==> config.mk <==
export PLATFORM = sky130hd
export DESIGN_NAME = credit_serial_tunnel
export DESIGN_NICKNAME = d
export VERILOG_FILES = /design/src/hdl/cst_pkg.sv /design/src/hdl/credit_serial_tunnel.sv /design/src/hdl/cst_step.sv
export SDC_FILE = /design/constraint.sdc
export NUM_CORES = 1
export LEC_CHECK = 0
export BUFFER_PORTS_ARGS = -buffer_cell sky130_fd_sc_hd__buf_2
export CORE_MARGIN = 2
export CORE_UTILIZATION = 56
export CTS_BUF_LIST = sky130_fd_sc_hd__clkbuf_2 sky130_fd_sc_hd__clkbuf_4 sky130_fd_sc_hd__clkbuf_8
export DETAILED_ROUTE_END_ITERATION = 8
export PLACE_DENSITY = 0.87
export REMOVE_ABC_BUFFERS = 1
export SYNTH_ARGS = -nofsm -noshare
export SYNTH_HDL_FRONTEND = slang
export SYNTH_HIERARCHICAL = 1
export SYNTH_SLANG_ARGS = --single-unit
==> constraint.sdc <==
create_clock -name clk -period 5.4 [get_ports clk]
set_clock_uncertainty 0.15 [all_clocks]
set_input_delay 1.62 -clock clk [delete_from_list [all_inputs] [get_ports clk]]
set_output_delay 1.62 -clock clk [all_outputs]
set_load 0.02 [all_outputs]
==> src/hdl/cst_pkg.sv <==
`timescale 1ns / 1ps

package cst_pkg;

  // Link phases of the tunnel host.
  typedef enum logic [1:0] {
    PH_START  = 2'd0,
    PH_CREDIT = 2'd1,
    PH_NORMAL = 2'd2
  } phase_t;

  // Action codes carried by an input item.
  localparam logic ACT_QUERY   = 1'b0;
  localparam logic ACT_CONFIRM = 1'b1;

  // Header bytes of puts.
  localparam logic [7:0] MARK_START = 8'hAA;
  localparam logic [7:0] MARK_DATA  = 8'hBB;

  // Frame limit handling.
  localparam logic [7:0] LIMIT_RESET = 8'd32;
  localparam logic [7:0] LIMIT_MIN   = 8'd2;

  // Credit bookkeeping held between items.
  typedef struct packed {
    phase_t     phase;
    logic [3:0] pending;
    logic [3:0] space;
  } tunnel_state_t;

  // One input item.
  typedef struct packed {
    logic       action;
    logic [7:0] local_available;
    logic       transfer_complete;
    logic       confirmed_was_get;
    logic [7:0] confirmed_size;
    logic [7:0] confirmed_first_byte;
    logic       local_accepts;
  } item_t;

  // One result item.
  typedef struct packed {
    logic       request_valid;
    logic       request_is_get;
    logic [7:0] request_size;
    logic [7:0] put_marker;
    logic [7:0] take_from_local;
    logic [7:0] deliver_to_local;
    logic       protocol_error;
  } result_t;

endpackage

==> src/hdl/credit_serial_tunnel.sv <==
`timescale 1ns / 1ps
// Two register stages (input, then result) lie between an item and its result.
// Throughput: one item per cycle while the receiver does not stall; the credit
// state is updated in the same cycle that the item moves from the input
// register into the result register.
// Reset (synchronous, active low): empty pipeline, start phase, zero credits,
// frame limit 32.

module credit_serial_tunnel
  import cst_pkg::*;
(
  input  logic       clk,
  input  logic       rst_n,
  input  logic       cfg_wr_en,
  input  logic [7:0] cfg_wr_data,
  input  logic       in_valid,
  output logic       in_stall,
  input  logic       in_action,
  input  logic [7:0] in_local_available,
  input  logic       in_transfer_complete,
  input  logic       in_confirmed_was_get,
  input  logic [7:0] in_confirmed_size,
  input  logic [7:0] in_confirmed_first_byte,
  input  logic       in_local_accepts,
  output logic       out_valid,
  input  logic       out_stall,
  output logic       out_request_valid,
  output logic       out_request_is_get,
  output logic [7:0] out_request_size,
  output logic [7:0] out_put_marker,
  output logic [7:0] out_take_from_local,
  output logic [7:0] out_deliver_to_local,
  output logic       out_protocol_error
);

  logic          in_valid_r;
  item_t         item_r;
  logic          out_valid_r;
  result_t       res_r;
  result_t       res_nxt;
  tunnel_state_t state_r;
  tunnel_state_t state_nxt;
  logic [7:0]    limit_r;
  logic          advance;
  logic          out_load;

  // The item in the input register moves on when the result register is empty or its result is being taken.
  assign advance  = !out_valid_r || !out_stall;
  assign out_load = advance && in_valid_r;
  assign in_stall = in_valid_r && !advance;

  // Frame limit register.
  always_ff @(posedge clk) begin
    if (!rst_n) begin
      limit_r <= LIMIT_RESET;
    end else if (cfg_wr_en) begin
      limit_r <= cfg_wr_data;
    end
  end

  // Input register.
  always_ff @(posedge clk) begin
    if (!rst_n) begin
      in_valid_r <= 1'b0;
    end else if (!in_stall) begin
      in_valid_r <= in_valid;
    end
  end

  always_ff @(posedge clk) begin
    if (in_valid && !in_stall) begin
      item_r <= '{action:               in_action,
                  local_available:      in_local_available,
                  transfer_complete:    in_transfer_complete,
                  confirmed_was_get:    in_confirmed_was_get,
                  confirmed_size:       in_confirmed_size,
                  confirmed_first_byte: in_confirmed_first_byte,
                  local_accepts:        in_local_accepts};
    end
  end

  // Transaction decision and credit update.
  cst_step u_step (
    .state_i       (state_r),
    .item_i        (item_r),
    .frame_limit_i (limit_r),
    .state_nxt     (state_nxt),
    .res_o         (res_nxt)
  );

  // Credit state and result valid.
  always_ff @(posedge clk) begin
    if (!rst_n) begin
      state_r     <= '{phase: PH_START, pending: 4'd0, space: 4'd0};
      out_valid_r <= 1'b0;
    end else begin
      if (out_load) begin
        state_r <= state_nxt;
      end
      if (advance) begin
        out_valid_r <= in_valid_r;
      end
    end
  end

  // Result register.
  always_ff @(posedge clk) begin
    if (out_load) begin
      res_r <= res_nxt;
    end
  end

  assign out_valid            = out_valid_r;
  assign out_request_valid    = res_r.request_valid;
  assign out_request_is_get   = res_r.request_is_get;
  assign out_request_size     = res_r.request_size;
  assign out_put_marker       = res_r.put_marker;
  assign out_take_from_local  = res_r.take_from_local;
  assign out_deliver_to_local = res_r.deliver_to_local;
  assign out_protocol_error   = res_r.protocol_error;

  // A reported error leaves the link in its start state with no credits.
  a_error_resets: assert property (@(posedge clk) disable iff (!rst_n)
    out_load && res_nxt.protocol_error |=>
      state_r.phase == PH_START && state_r.pending == 4'd0 && state_r.space == 4'd0)
    else $error("error did not reset the credit state");

  // A data put carries its header byte plus the bytes taken from the local port.
  a_put_size: assert property (@(posedge clk) disable iff (!rst_n)
    out_valid_r && res_r.request_valid && !res_r.request_is_get
      && res_r.put_marker == MARK_DATA |->
      res_r.request_size == res_r.take_from_local + 8'd1)
    else $error("data put size does not match its payload");

  // No transaction exceeds the effective frame limit.
  a_size_limit: assert property (@(posedge clk) disable iff (!rst_n)
    out_valid_r && res_r.request_valid |->
      res_r.request_size <= ((limit_r < LIMIT_MIN) ? LIMIT_MIN : limit_r))
    else $error("transaction exceeds the frame limit");

endmodule

==> src/hdl/cst_step.sv <==
`timescale 1ns / 1ps

module cst_step
  import cst_pkg::*;
(
  input  tunnel_state_t state_i,
  input  item_t         item_i,
  input  logic [7:0]    frame_limit_i,
  output tunnel_state_t state_nxt,
  output result_t       res_o
);

  logic [7:0] lim;
  logic [7:0] lim_m1;
  logic [7:0] pend_inc;
  logic [7:0] get_n;
  logic [7:0] get_payload;
  logic [7:0] space_ext;
  logic [7:0] put_a;
  logic [7:0] put_n;
  logic       ok;

  // Effective frame limit; anything below two acts as two.
  assign lim    = (frame_limit_i < LIMIT_MIN) ? LIMIT_MIN : frame_limit_i;
  assign lim_m1 = lim - 8'd1;

  // Capped get size: pending bytes plus the count byte.
  assign pend_inc    = {4'd0, state_i.pending} + 8'd1;
  assign get_n       = (pend_inc > lim) ? lim : pend_inc;
  assign get_payload = get_n - 8'd1;

  // Capped put payload: local bytes, bounded by remote space and frame room.
  assign space_ext = {4'd0, state_i.space};
  assign put_a     = (item_i.local_available > space_ext) ? space_ext
                                                          : item_i.local_available;
  assign put_n     = (put_a > lim_m1) ? lim_m1 : put_a;

  // Decide the transaction for a query, or check a confirmation.
  always_comb begin
    state_nxt = state_i;
    res_o     = '0;
    ok        = 1'b1;
    if (item_i.action == ACT_QUERY) begin
      unique case (state_i.phase)
        PH_START: begin
          res_o.request_valid = 1'b1;
          res_o.request_size  = 8'd1;
          res_o.put_marker    = MARK_START;
        end
        PH_CREDIT: begin
          res_o.request_valid  = 1'b1;
          res_o.request_is_get = 1'b1;
          res_o.request_size   = 8'd1;
        end
        PH_NORMAL: begin
          res_o.request_valid = 1'b1;
          if (state_i.pending != 4'd0) begin
            res_o.request_is_get = 1'b1;
            res_o.request_size   = get_n;
            state_nxt.pending    = state_i.pending - get_payload[3:0];
          end else if (item_i.local_available != 8'd0 && state_i.space != 4'd0) begin
            res_o.request_size    = put_n + 8'd1;
            res_o.put_marker      = MARK_DATA;
            res_o.take_from_local = put_n;
            state_nxt.space       = state_i.space - put_n[3:0];
          end else begin
            // Nothing to move: poll the credit word again.
            res_o.request_is_get = 1'b1;
            res_o.request_size   = 8'd1;
            state_nxt.phase      = PH_CREDIT;
          end
        end
        default: begin
        end
      endcase
    end else begin
      ok = 1'b0;
      if (item_i.transfer_complete) begin
        unique case (state_i.phase)
          PH_START: begin
            if (!item_i.confirmed_was_get) begin
              state_nxt.phase = PH_CREDIT;
              ok              = 1'b1;
            end
          end
          PH_CREDIT: begin
            if (item_i.confirmed_was_get && item_i.confirmed_size == 8'd1) begin
              state_nxt.phase   = PH_NORMAL;
              state_nxt.pending = item_i.confirmed_first_byte[3:0];
              state_nxt.space   = item_i.confirmed_first_byte[7:4];
              ok                = 1'b1;
            end
          end
          PH_NORMAL: begin
            if (!item_i.confirmed_was_get) begin
              ok = 1'b1;
            end else if (item_i.confirmed_size != 8'd0 && item_i.local_accepts) begin
              state_nxt.pending      = item_i.confirmed_first_byte[3:0];
              state_nxt.space        = item_i.confirmed_first_byte[7:4];
              res_o.deliver_to_local = item_i.confirmed_size - 8'd1;
              ok                     = 1'b1;
            end
          end
          default: begin
          end
        endcase
      end
      // Any mismatch drops the link back to its start state.
      if (!ok) begin
        state_nxt.phase      = PH_START;
        state_nxt.pending    = 4'd0;
        state_nxt.space      = 4'd0;
        res_o.protocol_error = 1'b1;
      end
    end
  end

endmodule

Yosys cells after proc, flatten, opt, wreduce, memory -nomap -nowiden
Index checks and enable logic that the tools add are counted.
{"block": "totals", "ramBits": 0, "output_inout_bits": 37, "register_bits": 83, "word_cells": 107, "n_memories": 0, "latch_bits": 0, "romBits": 0}
{"block": "classes", "n_mux": 36, "multipliers": 0, "n_reduce_logical": 26, "n_eq_ne": 12, "n_lt_le_gt_ge": 4, "bitwise_logic": 2, "div": 0, "n_addsub": 7, "shifts": 0}
{"op": "8-bit 2-to-1 mux", "count": 7}
{"op": "10-bit 2-to-1 mux", "count": 5}
{"op": "8-bit case mux with 2 select lines", "count": 3}
{"op": "16-bit 2-to-1 mux", "count": 2}
{"op": "8-bit > comparator", "count": 2}
{"op": "8-bit AND reduction", "count": 2}
{"op": "8-bit nonzero test", "count": 2}
{"op": "8-bit by 1-bit subtractor with 8-bit output (second input constant)", "count": 2}
{"op": "4-bit 2-to-1 mux", "count": 3}
{"op": "4-bit inequality test (second input constant)", "count": 3}
{"op": "1-bit 2-to-1 mux", "count": 9}
{"op": "9-bit 2-to-1 mux", "count": 1}
{"op": "9-bit AND reduction", "count": 1}
{"op": "8-bit by 1-bit adder with 8-bit output (second input constant)", "count": 1}
{"op": "8-bit by 1-bit equality test with 1-bit output (second input constant)", "count": 1}
{"op": "8-bit by 4-bit > comparator with 1-bit output", "count": 1}
{"op": "8-bit by 2-bit < comparator with 1-bit output (second input constant)", "count": 1}
{"op": "4-bit by 3-bit inequality test with 1-bit output (second input constant)", "count": 2}
{"op": "4-bit nonzero test", "count": 2}
{"op": "4-bit subtractor", "count": 2}
{"op": "1-bit logical AND", "count": 6}
{"op": "2-bit 2-to-1 mux", "count": 3}
{"op": "3-bit inequality test (second input constant)", "count": 2}
{"op": "2-bit nonzero test", "count": 3}
{"op": "16 further kinds", "count": 21}

Longest topological paths before layout
{"block": "logic_depth", "ltp_word": 10, "mapped_depth": 24}

Modules after synthesis
The synthesis kept the hierarchy.
{"mod": "credit_serial_tunnel", "cells_per_inst": 140, "area_each_um2": 2687.6, "seq_area_each_um2": 2292.2, "instances": 1}
{"mod": "cst_step", "cells_per_inst": 301, "area_each_um2": 2021.9, "seq_area_each_um2": 0.0, "instances": 1}

Least setup slack after synthesis
Ideal clock, no wire load.
{"block": "synth_path", "path_kind": "register to register", "from": "register limit_r[4]", "to": "register state_r[3] (netlist name)", "n_path_buf": 2, "path_stages_with_launch": 23, "path_slack_ns": 0.641, "setup_time_ns": 0.072, "t_arrival_ns": 4.537, "synth_period_minus_slack_ns": 4.759, "path_cell_list": "dfxtp_1 -> clkbuf_1 -> nor4_1 -> nand2_1 -> o21ai_0 -> ha_1 -> and3_1 -> xnor2_1 -> ha_1 -> and3_1 -> o21ai_0 -> nor4b_1 -> a31o_2 -> buf_2 -> mux2_2 -> ha_1 -> a21o_1 -> a21oi_1 -> xor2_1 -> or3_1 -> a31oi_1 -> nand2_1 -> mux2i_1"}
{"item": "start, declared", "line": "credit_serial_tunnel.sv:43", "source": "logic [7:0] limit_r;"}
{"item": "start signal, assigned", "line": "credit_serial_tunnel.sv:57", "source": "limit_r <= cfg_wr_data;"}
{"item": "end signal, assigned", "line": "credit_serial_tunnel.sv:94", "source": "state_r <= '{phase: PH_START, pending: 4'd0, space: 4'd0};"}
{"item": "end signal, assigned", "line": "credit_serial_tunnel.sv:98", "source": "state_r <= state_nxt;"}
{"item": "end, declared", "line": "credit_serial_tunnel.sv:41", "source": "tunnel_state_t state_r;"}

==> flow_summary.yaml <==
timing:
  rsz0062_at_grt: "no"
  worst_pin_slew_ns: 1.20
  setup_viol: 0
  fin_ws_ns: 0.236
  tns_ns: 0
  finalCritPeriodShare: 0.956
  max_slew_margin: 0.198
  drv_slew: 0
  clock.fmax_mhz: 194
  finalHoldViolations: 0
  min_period_ns: 5.16
setup_path:
  cpPeakStageDelay_ns: 0.62
  endpoint_kind: "flip-flop"
  path_class: "reg -> reg"
  startpoint_type: "flip-flop"
  critPathRequiredTime_ns: 5.55
  cp_cell_sequence: "inv_1 > ha_1 > o21ai_0 > a21oi_1 > or4b_2 > nand3_1 > ha_1 > a21oi_1 > nor2b_1 > nor4b_1 > a31o_2 > mux2_2 > inv_1 > ha_1 > inv_1 > a21o_1 > a21oi_1 > xor2_1 > or3_1 > a31oi_1 > nand2_1 > mux2i_1"
  cp_slowest_cell: "or4b_2"
  worstPathMaxFanout: 8
  timing.critical_path.buf_inv: 3
  crit_family: "simple AND/OR/NAND/NOR gates"
  cp.arrival_ns: 5.31
clock_tree:
  numClockSinks: 83
  cts_root_buffer: "clkbuf_8"
  htreeDepth: 3
  clockBufferDepth: 2
  cts_tree: "done"
  path_clk_slew_ns: 0.10
  ctsHoldBuffers: 0
  cts_buffers: 9
  clock_latency_ns: 0.37
global_routing:
  grt_max_degree: 39
  grt_use_total: 0.227
  grt_pass1_wl_um: 16000
  antenna_found_initial: 0
  first_global_vias: 3517
  grt-ovfl-total: 0
floorplan:
  die_y_um: 95.7
  design.die.area_mm2: 0.00916
  die_w_um: 95.7
  top_level_ports: 78
  num_rows: 33
  initial_core_util: 0.576
  core_mm2: 0.00818
final_layout:
  final_nets: 599
  layout-area-overhead-vs-synth_pct: 14.5
  stdcell_area_mm2: 0.00539
  n_antenna_cell: 0
  fillCellCount: 588
  layout-drive-gt1-share: 0.218
route:
  drt-total-wl_um: 10000
  viasPerCell: 5.81
  drt-initial-drc-count: 230
  ant_nets: 0
  dr.pass1.iters: 5
  vias: 3672
  wl_per_cell_um: 15.9
  drc: 0
synthesis:
  synth.avg_cell_area_um2: 10.7
  synthArstFlopShare: 0
  ys_types: 53
  syn-cell-area_mm2: 0.00471
  yosysSeqAreaShare: 0.487
  synth_edf_count: 63
  ys_warn_count: 6
  synthCells: 441
  ys.flop_type: "edfxtp_1"
  ys_seq_elements: 83
power_and_ir_drop:
  power_w: 0.00144
  leakage_nw: 2.24
  pwr_density_cell_mw_per_mm2: 267
  irDropWorstVdd_mv: 0.185
placed_design:
  io_buffers: 77
  place_ws_ns: 0.253
  dp_hpwl_um: 7370
  post_dp_cell_area_mm2: 0.00516
  gp_congestion: 0.902
min_path:
  holdCritPathClass: "reg -> reg"
run_status:
  status: "complete, no violations"
flow_run:
  maxCapViolCount: 0
[layout make-up]
type	count	area, um2	share of cell area
clock buffers	9	124	0.0230
clock inverters	7	83.8	0.0155
inverters	34	128	0.0237
multi-input cells	311	2200	0.409
flip-flops and latches	83	2290	0.425
well taps	105	131	0.0244
repair buffers	83	430	0.0798
[metal layers]
layer	wire length, um	vias to the layer above	GRT usage
li1	-	1758	-
met1	4300	1712	0.289
met2	4740	177	0.367
met3	697	25	0.0431
met4	294	0	0.124
met5	0	-	0
[metrics by stage]
stage               cells  hold slack (ns)   util
global placement      613            0.334  0.631
global route          632            0.398  0.660
finish                632            0.359  0.660
CTS                   629            0.367  0.656
detailed placement    613            0.354  0.631
floorplan             428            0.324      -
[cell usage after synthesis (10+ instances only)]
cell type	count	area [um2]
nand2_1	37	139
o21ai_0	10	50.1
nor2_1	35	131
nor3_1	12	60.1
mux2i_1	26	260
nor2b_1	13	81.3
a21oi_1	18	90.1
dfxtp_1	20	400
edfxtp_1	63	1890
ha_1	34	425
xor2_1	11	96.3
inv_1	34	128
[registers in the layout, summed over array words and instances (netlist names)]
name	cells
out_request_size	8
out_valid	1
item_r	28
in_valid_r	1
out_put_marker	8
out_request_valid	1
state_r	10
limit_r	8
out_protocol_error	1
out_take_from_local	8
out_request_is_get	1
out_deliver_to_local	8
[what timing repair did]
action	CTS	global route
resized for setup	0	2
setup endpoints to repair	0	3
buffers inserted	0	3
[final timing paths]
check / start / end / slack [ns] / depth (start not counted)
worst max-delay path: state_r[2] / state_r[3] / 0.24 / 22
worst min register to register: in_valid_r / out_valid / 0.36 / 2
worst max register to register: state_r[2] / state_r[3] / 0.24 / 22
worst min-delay path: in_valid_r / out_valid / 0.36 / 2
[worst register-to-register path, cell delays in order, from the launching register on]
cell     delay (ns)
dfxtp_1        0.49
inv_1          0.08
ha_1           0.31
o21ai_0        0.18
a21oi_1        0.10
or4b_2         0.62
nand3_1        0.21
ha_1           0.28
a21oi_1        0.17
nor2b_1        0.08
nor4b_1        0.33
a31o_2         0.26
mux2_2         0.39
inv_1          0.10
ha_1           0.19
inv_1          0.05
a21o_1         0.17
a21oi_1        0.16
xor2_1         0.10
or3_1          0.31
a31oi_1        0.16
nand2_1        0.07
mux2i_1        0.14
[placed cells by master (no fill, tap or decap), drive strengths merged, types with 5 or more instances in the layout]
cell / n
xnor2: 9
nor2: 35
and3: 7
nand3: 9
a21oi: 18
inv: 38
a22oi: 9
edfxtp: 63
mux2i: 27
o21ai: 12
conb: 5
dfxtp: 20
xor2: 11
o22ai: 9
nand2: 37
buf: 83
clkbuf: 9
a31oi: 6
ha: 34
nor4: 8
nor3: 12
nor2b: 13
[power breakdown]
group	switching [W]	internal, W	leakage [nW]
clock network	0.000242	0.000222	0.103
logic	0.000140	0.0000980	1.37
registers	0.0000215	0.000716	0.768
total	0.000403	0.00104	2.24
[cell families (layout without fill, tap and decap cells)]
logic type / Yosys count / after routing / synth area share
compound gates: 79 / 79 / 0.113
flops: 83 / 83 / 0.487
other cells: 1 / 5 / 0.000796
xor+xnor: 20 / 20 / 0.0372
simple gates: 140 / 140 / 0.145
mux: 31 / 31 / 0.0677
buf+inv: 51 / 133 / 0.0505
fa+ha+maj: 36 / 36 / 0.0988
(Power assumes the default switching activity.)
